## src/hw/rtl/mlam_pkg.sv

```systemverilog
// shared constants, codes and types of the motor link ack monitor
package mlam_pkg;

    localparam int CHANNELS_DEF = 16;

    localparam int CH_W        = 4;
    localparam int BYTE_W      = 8;
    localparam int TICK_W      = 4;
    localparam int STALE_W     = 20;
    localparam int OUT_STALE_W = 21;
    localparam int CFG_IDX_W   = 1;
    localparam int CFG_DATA_W  = 8;

    localparam logic [STALE_W-1:0] STALE_MAX    = 20'd1000000;
    localparam logic [BYTE_W-1:0]  WINDOW_RESET = 8'd250;
    localparam logic               ACK_RESET    = 1'b1;

    // item kinds
    localparam logic CMD_TICK = 1'b0;
    localparam logic CMD_POLL = 1'b1;

    typedef enum logic [CFG_IDX_W-1:0] {
        CFG_ACK_ENABLE  = 1'b0,
        CFG_LINK_WINDOW = 1'b1
    } t_cfg_idx;

    typedef enum logic {
        ST_IDLE,
        ST_EXEC
    } t_state;

    typedef struct packed {
        logic capture;
        logic exec;
    } t_ctrl_cmd;

    typedef struct packed {
        logic out_free;
    } t_dp_status;

endpackage

```

## src/hw/rtl/mlam_if.sv

```systemverilog
// item channels: poll/tick input and result output
interface mlam_in_if;
    import mlam_pkg::*;
    logic              valid;
    logic              ready;
    logic              cmd;
    logic [CH_W-1:0]   channel;
    logic              received;
    logic [BYTE_W-1:0] motor_status;
    logic [BYTE_W-1:0] echo_command;

    modport source (output valid, cmd, channel, received, motor_status, echo_command,
                    input ready);
    modport sink (input valid, cmd, channel, received, motor_status, echo_command,
                  output ready);
endinterface

interface mlam_out_if;
    import mlam_pkg::*;
    logic                          valid;
    logic                          ready;
    logic [BYTE_W-1:0]             command_byte;
    logic [CH_W-1:0]               poll_channel;
    logic                          connected;
    logic [BYTE_W-1:0]             last_status;
    logic [TICK_W-1:0]             ack_lag;
    logic signed [OUT_STALE_W-1:0] echo_stale;

    modport source (output valid, command_byte, poll_channel, connected, last_status,
                    ack_lag, echo_stale, input ready);
    modport sink (input valid, command_byte, poll_channel, connected, last_status,
                  ack_lag, echo_stale, output ready);
endinterface

```

## src/hw/rtl/motor_link_ack_monitor.sv

```systemverilog
// top level: per-channel link health and command echo monitor
// a result is loaded into the result register once its item has passed the capture register and the exec state,
// which waits for a free result slot; items are taken one at a time, each after the capture/update sequence of the last
// the input side takes the next item while the previous result waits in the output register
// reset: synchronous active low; clears tick, all per-channel state and the result valid,
// and loads ack_enable = 1 and link_window = 250
module motor_link_ack_monitor #(
    parameter int CHANNELS = mlam_pkg::CHANNELS_DEF
) (
    input  logic                            i_clk,
    input  logic                            i_rst_n,
    mlam_in_if.sink                         i_item,
    mlam_out_if.source                      o_res,
    input  logic                            i_cfg_we,
    input  logic [mlam_pkg::CFG_IDX_W-1:0]  i_cfg_index,
    input  logic [mlam_pkg::CFG_DATA_W-1:0] i_cfg_data
);
    import mlam_pkg::*;

    // command and status between controller and datapath
    t_ctrl_cmd  ctl;
    t_dp_status sts;

    // sequencer: idle (ready) -> exec (update state, load result) -> idle
    mlam_ctrl u_ctrl (
        .i_clk   (i_clk),
        .i_rst_n (i_rst_n),
        .i_valid (i_item.valid),
        .o_ready (i_item.ready),
        .i_sts   (sts),
        .o_ctl   (ctl)
    );

    // per-channel stores, tick counter, config registers and result register
    mlam_datapath #(
        .CHANNELS (CHANNELS)
    ) u_dp (
        .i_clk          (i_clk),
        .i_rst_n        (i_rst_n),
        .i_ctl          (ctl),
        .o_sts          (sts),
        .i_cfg_we       (i_cfg_we),
        .i_cfg_index    (i_cfg_index),
        .i_cfg_data     (i_cfg_data),
        .i_cmd          (i_item.cmd),
        .i_channel      (i_item.channel),
        .i_received     (i_item.received),
        .i_motor_status (i_item.motor_status),
        .i_echo_command (i_item.echo_command),
        .o_valid        (o_res.valid),
        .i_out_ready    (o_res.ready),
        .o_command_byte (o_res.command_byte),
        .o_poll_channel (o_res.poll_channel),
        .o_connected    (o_res.connected),
        .o_last_status  (o_res.last_status),
        .o_ack_lag      (o_res.ack_lag),
        .o_echo_stale   (o_res.echo_stale)
    );

endmodule

```

## src/hw/rtl/mlam_ctrl.sv

```systemverilog
// controller: takes one item, waits for a free result slot, then runs its update
module mlam_ctrl (
    input  logic                 i_clk,
    input  logic                 i_rst_n,
    input  logic                 i_valid,
    output logic                 o_ready,
    input  mlam_pkg::t_dp_status i_sts,
    output mlam_pkg::t_ctrl_cmd  o_ctl
);
    import mlam_pkg::*;

    t_state r_state;
    t_state n_state;

    always_ff @(posedge i_clk) begin
        if (!i_rst_n) begin
            r_state <= ST_IDLE;
        end else begin
            r_state <= n_state;
        end
    end

    always_comb begin
        n_state       = r_state;
        o_ready       = 1'b0;
        o_ctl.capture = 1'b0;
        o_ctl.exec    = 1'b0;
        unique case (r_state)
            ST_IDLE: begin
                o_ready       = 1'b1;
                o_ctl.capture = i_valid;
                if (i_valid) begin
                    n_state = ST_EXEC;
                end
            end
            ST_EXEC: begin
                // result register must be empty or draining this cycle
                o_ctl.exec = i_sts.out_free;
                if (i_sts.out_free) begin
                    n_state = ST_IDLE;
                end
            end
            default: begin
                n_state = ST_IDLE;
            end
        endcase
    end

endmodule

```

## src/hw/rtl/mlam_datapath.sv

```systemverilog
// datapath: config, tick, per-channel link/echo state and result register
module mlam_datapath #(
    parameter int CHANNELS = mlam_pkg::CHANNELS_DEF
) (
    input  logic                                 i_clk,
    input  logic                                 i_rst_n,
    input  mlam_pkg::t_ctrl_cmd                  i_ctl,
    output mlam_pkg::t_dp_status                 o_sts,
    input  logic                                 i_cfg_we,
    input  logic [mlam_pkg::CFG_IDX_W-1:0]       i_cfg_index,
    input  logic [mlam_pkg::CFG_DATA_W-1:0]      i_cfg_data,
    input  logic                                 i_cmd,
    input  logic [mlam_pkg::CH_W-1:0]            i_channel,
    input  logic                                 i_received,
    input  logic [mlam_pkg::BYTE_W-1:0]          i_motor_status,
    input  logic [mlam_pkg::BYTE_W-1:0]          i_echo_command,
    output logic                                 o_valid,
    input  logic                                 i_out_ready,
    output logic [mlam_pkg::BYTE_W-1:0]          o_command_byte,
    output logic [mlam_pkg::CH_W-1:0]            o_poll_channel,
    output logic                                 o_connected,
    output logic [mlam_pkg::BYTE_W-1:0]          o_last_status,
    output logic [mlam_pkg::TICK_W-1:0]          o_ack_lag,
    output logic signed [mlam_pkg::OUT_STALE_W-1:0] o_echo_stale
);
    import mlam_pkg::*;

    localparam int IDX_W = (CHANNELS > 1) ? $clog2(CHANNELS) : 1;
    localparam int EXT_W = IDX_W + CH_W;

    // captured item
    logic              r_cmd;
    logic [CH_W-1:0]   r_channel;
    logic              r_rx;
    logic [BYTE_W-1:0] r_st;
    logic [BYTE_W-1:0] r_echo;

    logic              r_ack_en;
    logic [BYTE_W-1:0] r_window;
    logic [TICK_W-1:0] r_tick;

    logic [BYTE_W-1:0]  r_link   [CHANNELS];
    logic [BYTE_W-1:0]  r_status [CHANNELS];
    logic               r_seen   [CHANNELS];
    logic [TICK_W-1:0]  r_nib    [CHANNELS];
    logic [STALE_W-1:0] r_stale  [CHANNELS];
    logic [TICK_W-1:0]  r_lag    [CHANNELS];

    logic                          r_valid;
    logic [BYTE_W-1:0]             r_cmd_byte;
    logic [CH_W-1:0]               r_poll_ch;
    logic                          r_conn;
    logic [BYTE_W-1:0]             r_last_st;
    logic [TICK_W-1:0]             r_ack_lag;
    logic signed [OUT_STALE_W-1:0] r_echo_stale;

    logic [EXT_W-1:0]   ch_ext;
    logic [IDX_W-1:0]   idx;
    logic               in_range;
    logic [TICK_W-1:0]  nib;
    logic [TICK_W-1:0]  n_tick;
    logic [BYTE_W-1:0]  n_link;
    logic [BYTE_W-1:0]  n_status;
    logic               n_seen;
    logic [TICK_W-1:0]  n_nib;
    logic [STALE_W-1:0] n_stale;
    logic [TICK_W-1:0]  n_lag;
    logic               same_nib;

    logic [BYTE_W-1:0]             n_cmd_byte;
    logic [CH_W-1:0]               n_poll_ch;
    logic                          n_conn;
    logic [BYTE_W-1:0]             n_last_st;
    logic [TICK_W-1:0]             n_ack_lag;
    logic signed [OUT_STALE_W-1:0] n_echo_stale;

    assign o_sts.out_free = !r_valid || i_out_ready;

    always_ff @(posedge i_clk) begin
        if (i_ctl.capture) begin
            r_cmd     <= i_cmd;
            r_channel <= i_channel;
            r_rx      <= i_received;
            r_st      <= i_motor_status;
            r_echo    <= i_echo_command;
        end
    end

    always_ff @(posedge i_clk) begin
        if (!i_rst_n) begin
            r_ack_en <= ACK_RESET;
            r_window <= WINDOW_RESET;
        end else if (i_cfg_we) begin
            unique case (t_cfg_idx'(i_cfg_index))
                CFG_ACK_ENABLE:  r_ack_en <= i_cfg_data[0];
                CFG_LINK_WINDOW: r_window <= i_cfg_data;
                default: ;
            endcase
        end
    end

    always_comb begin
        ch_ext   = EXT_W'(r_channel);
        idx      = ch_ext[IDX_W-1:0];
        in_range = ch_ext < EXT_W'(CHANNELS);
        nib      = r_echo[BYTE_W-1:BYTE_W-TICK_W];
        n_tick   = r_tick + TICK_W'(1);
        same_nib = r_seen[idx] && (r_nib[idx] == nib);

        if (r_rx) begin
            n_link   = r_window;
            n_status = r_st;
            n_seen   = 1'b1;
            n_nib    = nib;
            n_lag    = r_tick - nib;
            if (!same_nib) begin
                n_stale = '0;
            end else if (r_stale[idx] < STALE_MAX) begin
                n_stale = r_stale[idx] + STALE_W'(1);
            end else begin
                n_stale = r_stale[idx];
            end
        end else begin
            n_link   = (r_link[idx] != '0) ? r_link[idx] - BYTE_W'(1) : '0;
            n_status = r_status[idx];
            n_seen   = r_seen[idx];
            n_nib    = r_nib[idx];
            n_lag    = r_lag[idx];
            n_stale  = r_stale[idx];
        end

        n_cmd_byte   = '0;
        n_poll_ch    = '0;
        n_conn       = 1'b0;
        n_last_st    = '0;
        n_ack_lag    = '0;
        n_echo_stale = '0;
        if (r_cmd == CMD_TICK) begin
            n_cmd_byte = r_ack_en ? {n_tick, {(BYTE_W-TICK_W){1'b0}}} : '0;
        end else if (!in_range) begin
            n_poll_ch    = r_channel;
            n_echo_stale = '1;
        end else begin
            n_poll_ch    = r_channel;
            n_conn       = n_link != '0;
            n_last_st    = n_status;
            n_ack_lag    = n_lag;
            n_echo_stale = n_seen ? $signed({1'b0, n_stale}) : '1;
        end
    end

    always_ff @(posedge i_clk) begin
        if (!i_rst_n) begin
            r_tick <= '0;
            for (int i = 0; i < CHANNELS; i++) begin
                r_link[i]   <= '0;
                r_status[i] <= '0;
                r_seen[i]   <= 1'b0;
                r_nib[i]    <= '0;
                r_stale[i]  <= '0;
                r_lag[i]    <= '0;
            end
        end else if (i_ctl.exec) begin
            if (r_cmd == CMD_TICK) begin
                r_tick <= n_tick;
            end else if (in_range) begin
                r_link[idx]   <= n_link;
                r_status[idx] <= n_status;
                r_seen[idx]   <= n_seen;
                r_nib[idx]    <= n_nib;
                r_stale[idx]  <= n_stale;
                r_lag[idx]    <= n_lag;
            end
        end
    end

    always_ff @(posedge i_clk) begin
        if (!i_rst_n) begin
            r_valid <= 1'b0;
        end else if (i_ctl.exec) begin
            r_valid <= 1'b1;
        end else if (i_out_ready) begin
            r_valid <= 1'b0;
        end
    end

    always_ff @(posedge i_clk) begin
        if (i_ctl.exec) begin
            r_cmd_byte   <= n_cmd_byte;
            r_poll_ch    <= n_poll_ch;
            r_conn       <= n_conn;
            r_last_st    <= n_last_st;
            r_ack_lag    <= n_ack_lag;
            r_echo_stale <= n_echo_stale;
        end
    end

    assign o_valid        = r_valid;
    assign o_command_byte = r_cmd_byte;
    assign o_poll_channel = r_poll_ch;
    assign o_connected    = r_conn;
    assign o_last_status  = r_last_st;
    assign o_ack_lag      = r_ack_lag;
    assign o_echo_stale   = r_echo_stale;

endmodule

```

## src/flat_wrapper.sv

```systemverilog
// flat-port wrapper written by rule: the top's interface ports become plain ports
module motor_link_ack_monitor_flat import mlam_pkg::*;
#(
    parameter int CHANNELS = mlam_pkg::CHANNELS_DEF
)
  (i_clk, i_rst_n, i_cfg_we, i_cfg_index, i_cfg_data, i_item_valid, i_item_cmd, i_item_channel, i_item_received, i_item_motor_status, i_item_echo_command, i_item_ready, o_res_valid, o_res_command_byte, o_res_poll_channel, o_res_connected, o_res_last_status, o_res_ack_lag, o_res_echo_stale, o_res_ready);
  mlam_in_if i_item_i ();
  mlam_out_if o_res_i ();
  input  logic i_clk;
  input  logic i_rst_n;
  input  logic i_cfg_we;
  input  logic [mlam_pkg::CFG_IDX_W-1:0] i_cfg_index;
  input  logic [mlam_pkg::CFG_DATA_W-1:0] i_cfg_data;
  input wire logic [$bits(i_item_i.valid)-1:0] i_item_valid;
  input wire logic [$bits(i_item_i.cmd)-1:0] i_item_cmd;
  input wire logic [$bits(i_item_i.channel)-1:0] i_item_channel;
  input wire logic [$bits(i_item_i.received)-1:0] i_item_received;
  input wire logic [$bits(i_item_i.motor_status)-1:0] i_item_motor_status;
  input wire logic [$bits(i_item_i.echo_command)-1:0] i_item_echo_command;
  output wire logic [$bits(i_item_i.ready)-1:0] i_item_ready;
  output wire logic [$bits(o_res_i.valid)-1:0] o_res_valid;
  output wire logic [$bits(o_res_i.command_byte)-1:0] o_res_command_byte;
  output wire logic [$bits(o_res_i.poll_channel)-1:0] o_res_poll_channel;
  output wire logic [$bits(o_res_i.connected)-1:0] o_res_connected;
  output wire logic [$bits(o_res_i.last_status)-1:0] o_res_last_status;
  output wire logic [$bits(o_res_i.ack_lag)-1:0] o_res_ack_lag;
  output wire logic [$bits(o_res_i.echo_stale)-1:0] o_res_echo_stale;
  input wire logic [$bits(o_res_i.ready)-1:0] o_res_ready;
  assign i_item_i.valid = i_item_valid;
  assign i_item_i.cmd = i_item_cmd;
  assign i_item_i.channel = i_item_channel;
  assign i_item_i.received = i_item_received;
  assign i_item_i.motor_status = i_item_motor_status;
  assign i_item_i.echo_command = i_item_echo_command;
  assign i_item_ready = i_item_i.ready;
  assign o_res_valid = o_res_i.valid;
  assign o_res_command_byte = o_res_i.command_byte;
  assign o_res_poll_channel = o_res_i.poll_channel;
  assign o_res_connected = o_res_i.connected;
  assign o_res_last_status = o_res_i.last_status;
  assign o_res_ack_lag = o_res_i.ack_lag;
  assign o_res_echo_stale = o_res_i.echo_stale;
  assign o_res_i.ready = o_res_ready;
  motor_link_ack_monitor #(.CHANNELS(CHANNELS)) u_core (.i_clk(i_clk), .i_rst_n(i_rst_n), .i_item(i_item_i), .o_res(o_res_i), .i_cfg_we(i_cfg_we), .i_cfg_index(i_cfg_index), .i_cfg_data(i_cfg_data));
endmodule
```

## config.mk

```make
export PLATFORM = sky130hd
export DESIGN_NAME = motor_link_ack_monitor_flat
export DESIGN_NICKNAME = d
export VERILOG_FILES = /design/src/hw/rtl/mlam_pkg.sv /design/src/hw/rtl/mlam_if.sv /design/src/hw/rtl/motor_link_ack_monitor.sv /design/src/hw/rtl/mlam_ctrl.sv /design/src/hw/rtl/mlam_datapath.sv /design/src/flat_wrapper.sv
export SDC_FILE = /design/constraint.sdc
export NUM_CORES = 1
export LEC_CHECK = 0
export BUFFER_PORTS_ARGS = -buffer_cell sky130_fd_sc_hd__buf_2
export CAP_MARGIN = 40
export CELL_PAD_IN_SITES_DETAIL_PLACEMENT = 1
export CELL_PAD_IN_SITES_GLOBAL_PLACEMENT = 2
export CORE_ASPECT_RATIO = 0.6
export CORE_MARGIN = 2
export CORE_UTILIZATION = 40
export CTS_BUF_LIST = sky130_fd_sc_hd__clkbuf_16
export DETAILED_ROUTE_END_ITERATION = 10
export PLACE_DENSITY = 0.77
export SLEW_MARGIN = 20
export SYNTH_ARGS = -nofsm -noshare
export SYNTH_HDL_FRONTEND = slang
export SYNTH_SLANG_ARGS = --single-unit
export TNS_END_PERCENT = 20
```

## constraint.sdc

```tcl
create_clock -name i_clk -period 4.18 [get_ports i_clk]
set_input_delay 0.836 -clock i_clk [delete_from_list [all_inputs] [get_ports i_clk]]
set_output_delay 0.836 -clock i_clk [all_outputs]
set_load 0.03 [all_outputs]
```

Word-level counts from Yosys, hierarchy flattened. Memories as Yosys holds them, arrays and structs flattened. A register that Yosys moved wholly into a read port is not among the register bits. Index checks and enable logic that the tools add are counted.

Flip-flop bits (word level): 83. RAM bits: 720. Input port bits: 36. Output and inout port bits: 48. Logic and storage cells: 96. Memories: 6.

Memory list: u_core.u_dp.r_stale (words 16, bits a word 20, read ports 1, clocked after memory_dff 1, wr ports 16, line mlam_datapath.sv:46) `logic [STALE_W-1:0] r_stale [CHANNELS];`; u_core.u_dp.r_link (words 16, bits a word 8, read ports 1, clocked after memory_dff 1, wr ports 16, line mlam_datapath.sv:42) `logic [BYTE_W-1:0] r_link [CHANNELS];`; u_core.u_dp.r_status (words 16, bits a word 8, read ports 1, clocked after memory_dff 1, wr ports 16, line mlam_datapath.sv:43) `logic [BYTE_W-1:0] r_status [CHANNELS];`; u_core.u_dp.r_lag (words 16, bits a word 4, read ports 1, clocked after memory_dff 1, wr ports 16, line mlam_datapath.sv:47) `logic [TICK_W-1:0] r_lag [CHANNELS];`; u_core.u_dp.r_nib (words 16, bits a word 4, read ports 1, clocked after memory_dff 1, wr ports 16, line mlam_datapath.sv:45) `logic [TICK_W-1:0] r_nib [CHANNELS];`; u_core.u_dp.r_seen (words 16, bits a word 1, read ports 1, clocked after memory_dff 1, wr ports 16, line mlam_datapath.sv:44) `logic r_seen [CHANNELS];`.

Add/sub/neg operators: 4. Magnitude comparators: 1. Equal/unequal tests: 1. Muxes and demuxes: 47. Bitwise gates (word level): 4. Reductions and logical operators: 16.

Operators by type and width (count): $mux 20 (4); $mux 4 (16); $mux 8 (5); $mux 21 (1); $add 20x1->20 const B (1); $lt 20x20->1 const B (1); $mux 1 (20); $reduce_or 20->1 (1); $reduce_bool 8->1 (2); $reduce_or 8->1 (2); $reduce_or 4->1 (2); $sub 8x1->8 const B (1); $reduce_and 2->1 (3); $add 4x1->4 const B (1); $eq 4x4->1 (1); $not 1->1 (4); $sub 4x4->4 (1); $pmux 1 s2 (1); $reduce_bool 2->1 (1); $reduce_or 2->1 (1); $logic_and 1x1->1 (1); $logic_not 1->1 (1); $logic_or 1x1->1 (1); $reduce_or 1->1 (1).

Depth between registers and ports, before layout.
Word-level depth: 8. Depth in mapped cells: 18. Depth with buffers taken out: 11.

Cells and area by module. From an unflattened synthesis, not the netlist that was laid out.

Cell total of the unflattened synthesis: 2472. Area, all modules: 35849.4 sq um.

Modules (own cells, without submodules): mlam_datapath (times used 1, cells each 2466, area an instance 35799.3 sq um, seq. area each 23622.7 sq um); mlam_ctrl (times used 1, cells each 6, area an instance 50.0 sq um, seq. area each 20.0 sq um).

Worst setup path before layout. Ideal clock, no wire load.

Path kind: register to register. Start: register (tool-made name). End: memory u_core.u_dp.r_link[7][5], data pin. Setup time: 0.266 ns. Arrival time: 3.834 ns. Data required time: 3.914 ns. Path slack: 0.080 ns. Cell stages (with the launch flop): 17. Buffers on the path: 8. Clock period less this slack: 4.100 ns. Cell sequence: dfxtp_1 > buf_2 > buf_2 > buf_2 > buf_2 > buf_2 > buf_2 > mux4_2 > a22o_1 > a221oi_1 > ha_1 > nand2_1 > or4_1 > clkbuf_1 > o211ai_1 > buf_4 > nor2_1.

RTL lines (line): end, declared (mlam_datapath.sv:42).

==> impl_metrics.json <==
{
  "synth_flop_cell": "edfxtp_1",
  "layout_min_cycle_time_ps": 4095,
  "ys_warn_count": 0,
  "routed.top_layer": "met4",
  "cp_num_buf_inv": 5,
  "dp.cells": 3717,
  "clk_latency_ps": 690,
  "ys_ff_latch": 799,
  "report.final.slew_viol_count": 0,
  "design_area_um2": 41250,
  "critPathMaxFanout": 16,
  "stdcell_count": 3870,
  "ioPinCount": 84,
  "core_area_um2": 87860,
  "wl_met1_um": 54750,
  "drtAntennaViolNets": 0,
  "place_area_um2": 38550,
  "wl_met2_um": 50840,
  "antenna_found_initial": 2,
  "grt_usage_pct": 27.18,
  "via_per_inst": 6.155,
  "vias": 23818,
  "critical_path.top_delay_family": "multiplexers",
  "min_path_type": "in2reg",
  "synth_top_area_share_pct": 64.46,
  "critPathRequiredTime_ps": 4560,
  "status": "completed",
  "drtPass1Iterations": 5,
  "clockBufferDepth": 3,
  "die_h_um": 235.1,
  "skew_ps": 36.65,
  "worstPathArrival_ps": 4470,
  "grt.overflow.total": 0,
  "met3_length_um": 16270,
  "cts.sinks": 799,
  "critPathKind": "reg2reg",
  "synth.distinct_cells": 88,
  "rsz0062_at_grt": "no",
  "clock_power_share_pct": 36.7,
  "synthMostInstantiatedCell": "edfxtp_1",
  "root_buffer": "clkbuf_16",
  "slowest_delay_ps": 580,
  "setup_viol_count_final": 0,
  "drc_errors": 0,
  "wl_per_cell_um": 32.09,
  "drt_iter0_drc": 3400,
  "cp-end-kind": "register",
  "area_growth_pct": 15.91,
  "power-per-cell-area_nw_per_um2": 457.4,
  "slowest_stage": "mux4_2",
  "cts_tree": "yes",
  "io_buffer_count": 75,
  "dieWidth_um": 389.1,
  "p_leak_nw": 14.51,
  "tightest_slew_ps": 881.4,
  "die-area_um2": 91450,
  "syn_avg_cell_area_um2": 14.23,
  "hold_violations": 0,
  "cts_max_level": 3,
  "crit_top_cell": "buf_4",
  "p_switching_mw": 5.054,
  "combPwrFrac_pct": 14.7,
  "drive_gt1_share_pct": 25.11,
  "post-route-util_pct": 46.95,
  "sequentialPowerShare_pct": 48.6,
  "yosysSeqAreaShare_pct": 66.43,
  "holdWs_ps": 329.1,
  "syn-cell-area_um2": 35590,
  "fin_crit_sh_pct": 97.96,
  "initial_core_util_pct": 40.50,
  "synth_edf_count": 764,
  "slew_headroom_pct": 41.24,
  "grt_pass1_wl_um": 176200,
  "grt_max_degree": 61,
  "switching_share_pct": 26.79,
  "wl_um": 124200,
  "drv_cap": 0,
  "path_cells": "buf_12, buf_4, mux4_2, mux4_2, nand2_1, a2111oi_2, buf_4, o31ai_4, o21ai_1, buf_4, a21oi_2, buf_12, nor2_1",
  "worstHoldStart": "i_item_motor_status[7]",
  "final_nets": 2693,
  "start_kind": "register",
  "finalPower_mw": 18.87,
  "dp_hpwl_um": 74520,
  "maxClockFrequency_mhz": 244.2,
  "netlist_top_cells_count": "edfxtp_1 (764), nor2_1 (691), mux4_2 (195), clkbuf_1 (127), nand2_1 (111)",
  "synth.area.top_cells": "edfxtp_1 (64%), mux4_2 (12%), nor2_1 (7.3%), dfxtp_1 (2.0%), clkbuf_1 (1.3%)",
  "postSynthCellCount": 2501,
  "clk_pin_slew_ps": 70,
  "yosys.area.top_type": "edfxtp_1",
  "gp_congestion": 0.9169,
  "synthArstFlopShare_pct": 0,
  "vdd_drop_max_v": 0.0003721,
  "cts_buffers": 77,
  "grt_pass1_vias": 23782,
  "intPower_mw": 13.81,
  "row_count": 84
}
-- placed cells by master, fill, tap and decap left out, types with 30 or more instances in the layout --
cell	n
a21oi_1	64
buf_12	47
buf_2	75
buf_4	161
clkbuf_16	79
dfxtp_1	31
edfxtp_1	764
inv_1	45
mux4_2	195
nand2_1	83
nand3_1	45
nor2_1	691
nor3_1	30
o21ai_0	33
-- power by group through the flow --
stage / registers [mW] / clock network [mW] / logic, mW
floorplan: 9.35 / 0 / 1.52
global placement: 9.34 / 0 / 2.59
detailed placement: 9.37 / 0 / 2.65
CTS: 9.20 / 7.01 / 2.68
global route: 9.20 / 7.28 / 2.91
finish: 9.18 / 6.92 / 2.77
-- area by class of cell --
cell class,count,area [um^2]
fill,8704,46610
timing repair buffer,291,2730
clock buffer,79,1977
sequential,799,23660
antenna,1,2.502
tap,1161,1453
inverter,23,86.33
multi-input combinational,1457,10900
clock inverter,59,450.4
-- flip-flops by register name (all words and copies together) (netlist names), 8 cells and up, named ones only --
signal / flops
u_core.u_dp.r_stale: 320
u_core.u_dp.r_window: 8
u_core.u_dp.o_echo_stale: 21
u_core.u_dp.r_seen: 16
u_core.u_dp.r_link: 128
u_core.u_dp.r_status: 128
u_core.u_dp.r_lag: 64
u_core.u_dp.o_last_status: 8
u_core.u_dp.r_st: 8
u_core.u_dp.r_nib: 64
-- through the flow --
step | setup TNS (ps) | setup WS, ps
after floorplan | 0 | 79.78
after global placement | 0 | 15.85
after detailed placement | -19.08 | -19.08
after CTS | 0 | 6.710
after global routing | 0 | 2.434
final | 0 | 85.35
-- worst paths after layout --
path | end | slack [ps] | depth (start not counted)
worst max-delay path | u_core.u_dp.r_stale[1][0]$_SDFFCE_PN0P_ | 90 | 13
worst min register to register | u_core.u_dp.r_seen[1]$_DFF_P_ | 480 | 2
worst min-delay path | u_core.u_dp.r_st[7]$_DFFE_PP_ | 330 | 1
worst max register to register | u_core.u_dp.r_stale[1][0]$_SDFFCE_PN0P_ | 90 | 13
-- metal layers --
layer  up-vias  GRT usage (%)
met3       152          7.420
met1     12591          42.88
met4         0          6.260
met2      1473          36.90
li1       9602              -
met5         -              0
-- worst register-to-register path, cell delays in order, from the launching register on --
cell       delay, ps
dfxtp_4          440
buf_12           220
buf_4            340
mux4_2           570
mux4_2           580
nand2_1          120
a2111oi_2         70
buf_4            180
o31ai_4          130
o21ai_1          180
buf_4            180
a21oi_2          510
buf_12           230
nor2_1            50
-- logic make-up after synthesis --
group           count (synthesis)  share of synthesized area [%]
buf+inv                       248                          3.340
flops                         799                          66.43
xor+xnor                       16                         0.3937
mux                           236                          13.55
other cells                     1                        0.01054
simple gates                  986                          11.76
fa+ha+maj                       8                         0.3023
compound gates                207                          4.212
-- repair_timing --
item,in CTS,in global routing
resized for setup,2,6
hold endpoints to repair,0,0
cloned,1,0
endpoints found under the setup margin,13,161
hold buffers,0,0
setup buffers,0,8
pin swaps,0,2
(Power assumes the default switching activity.)
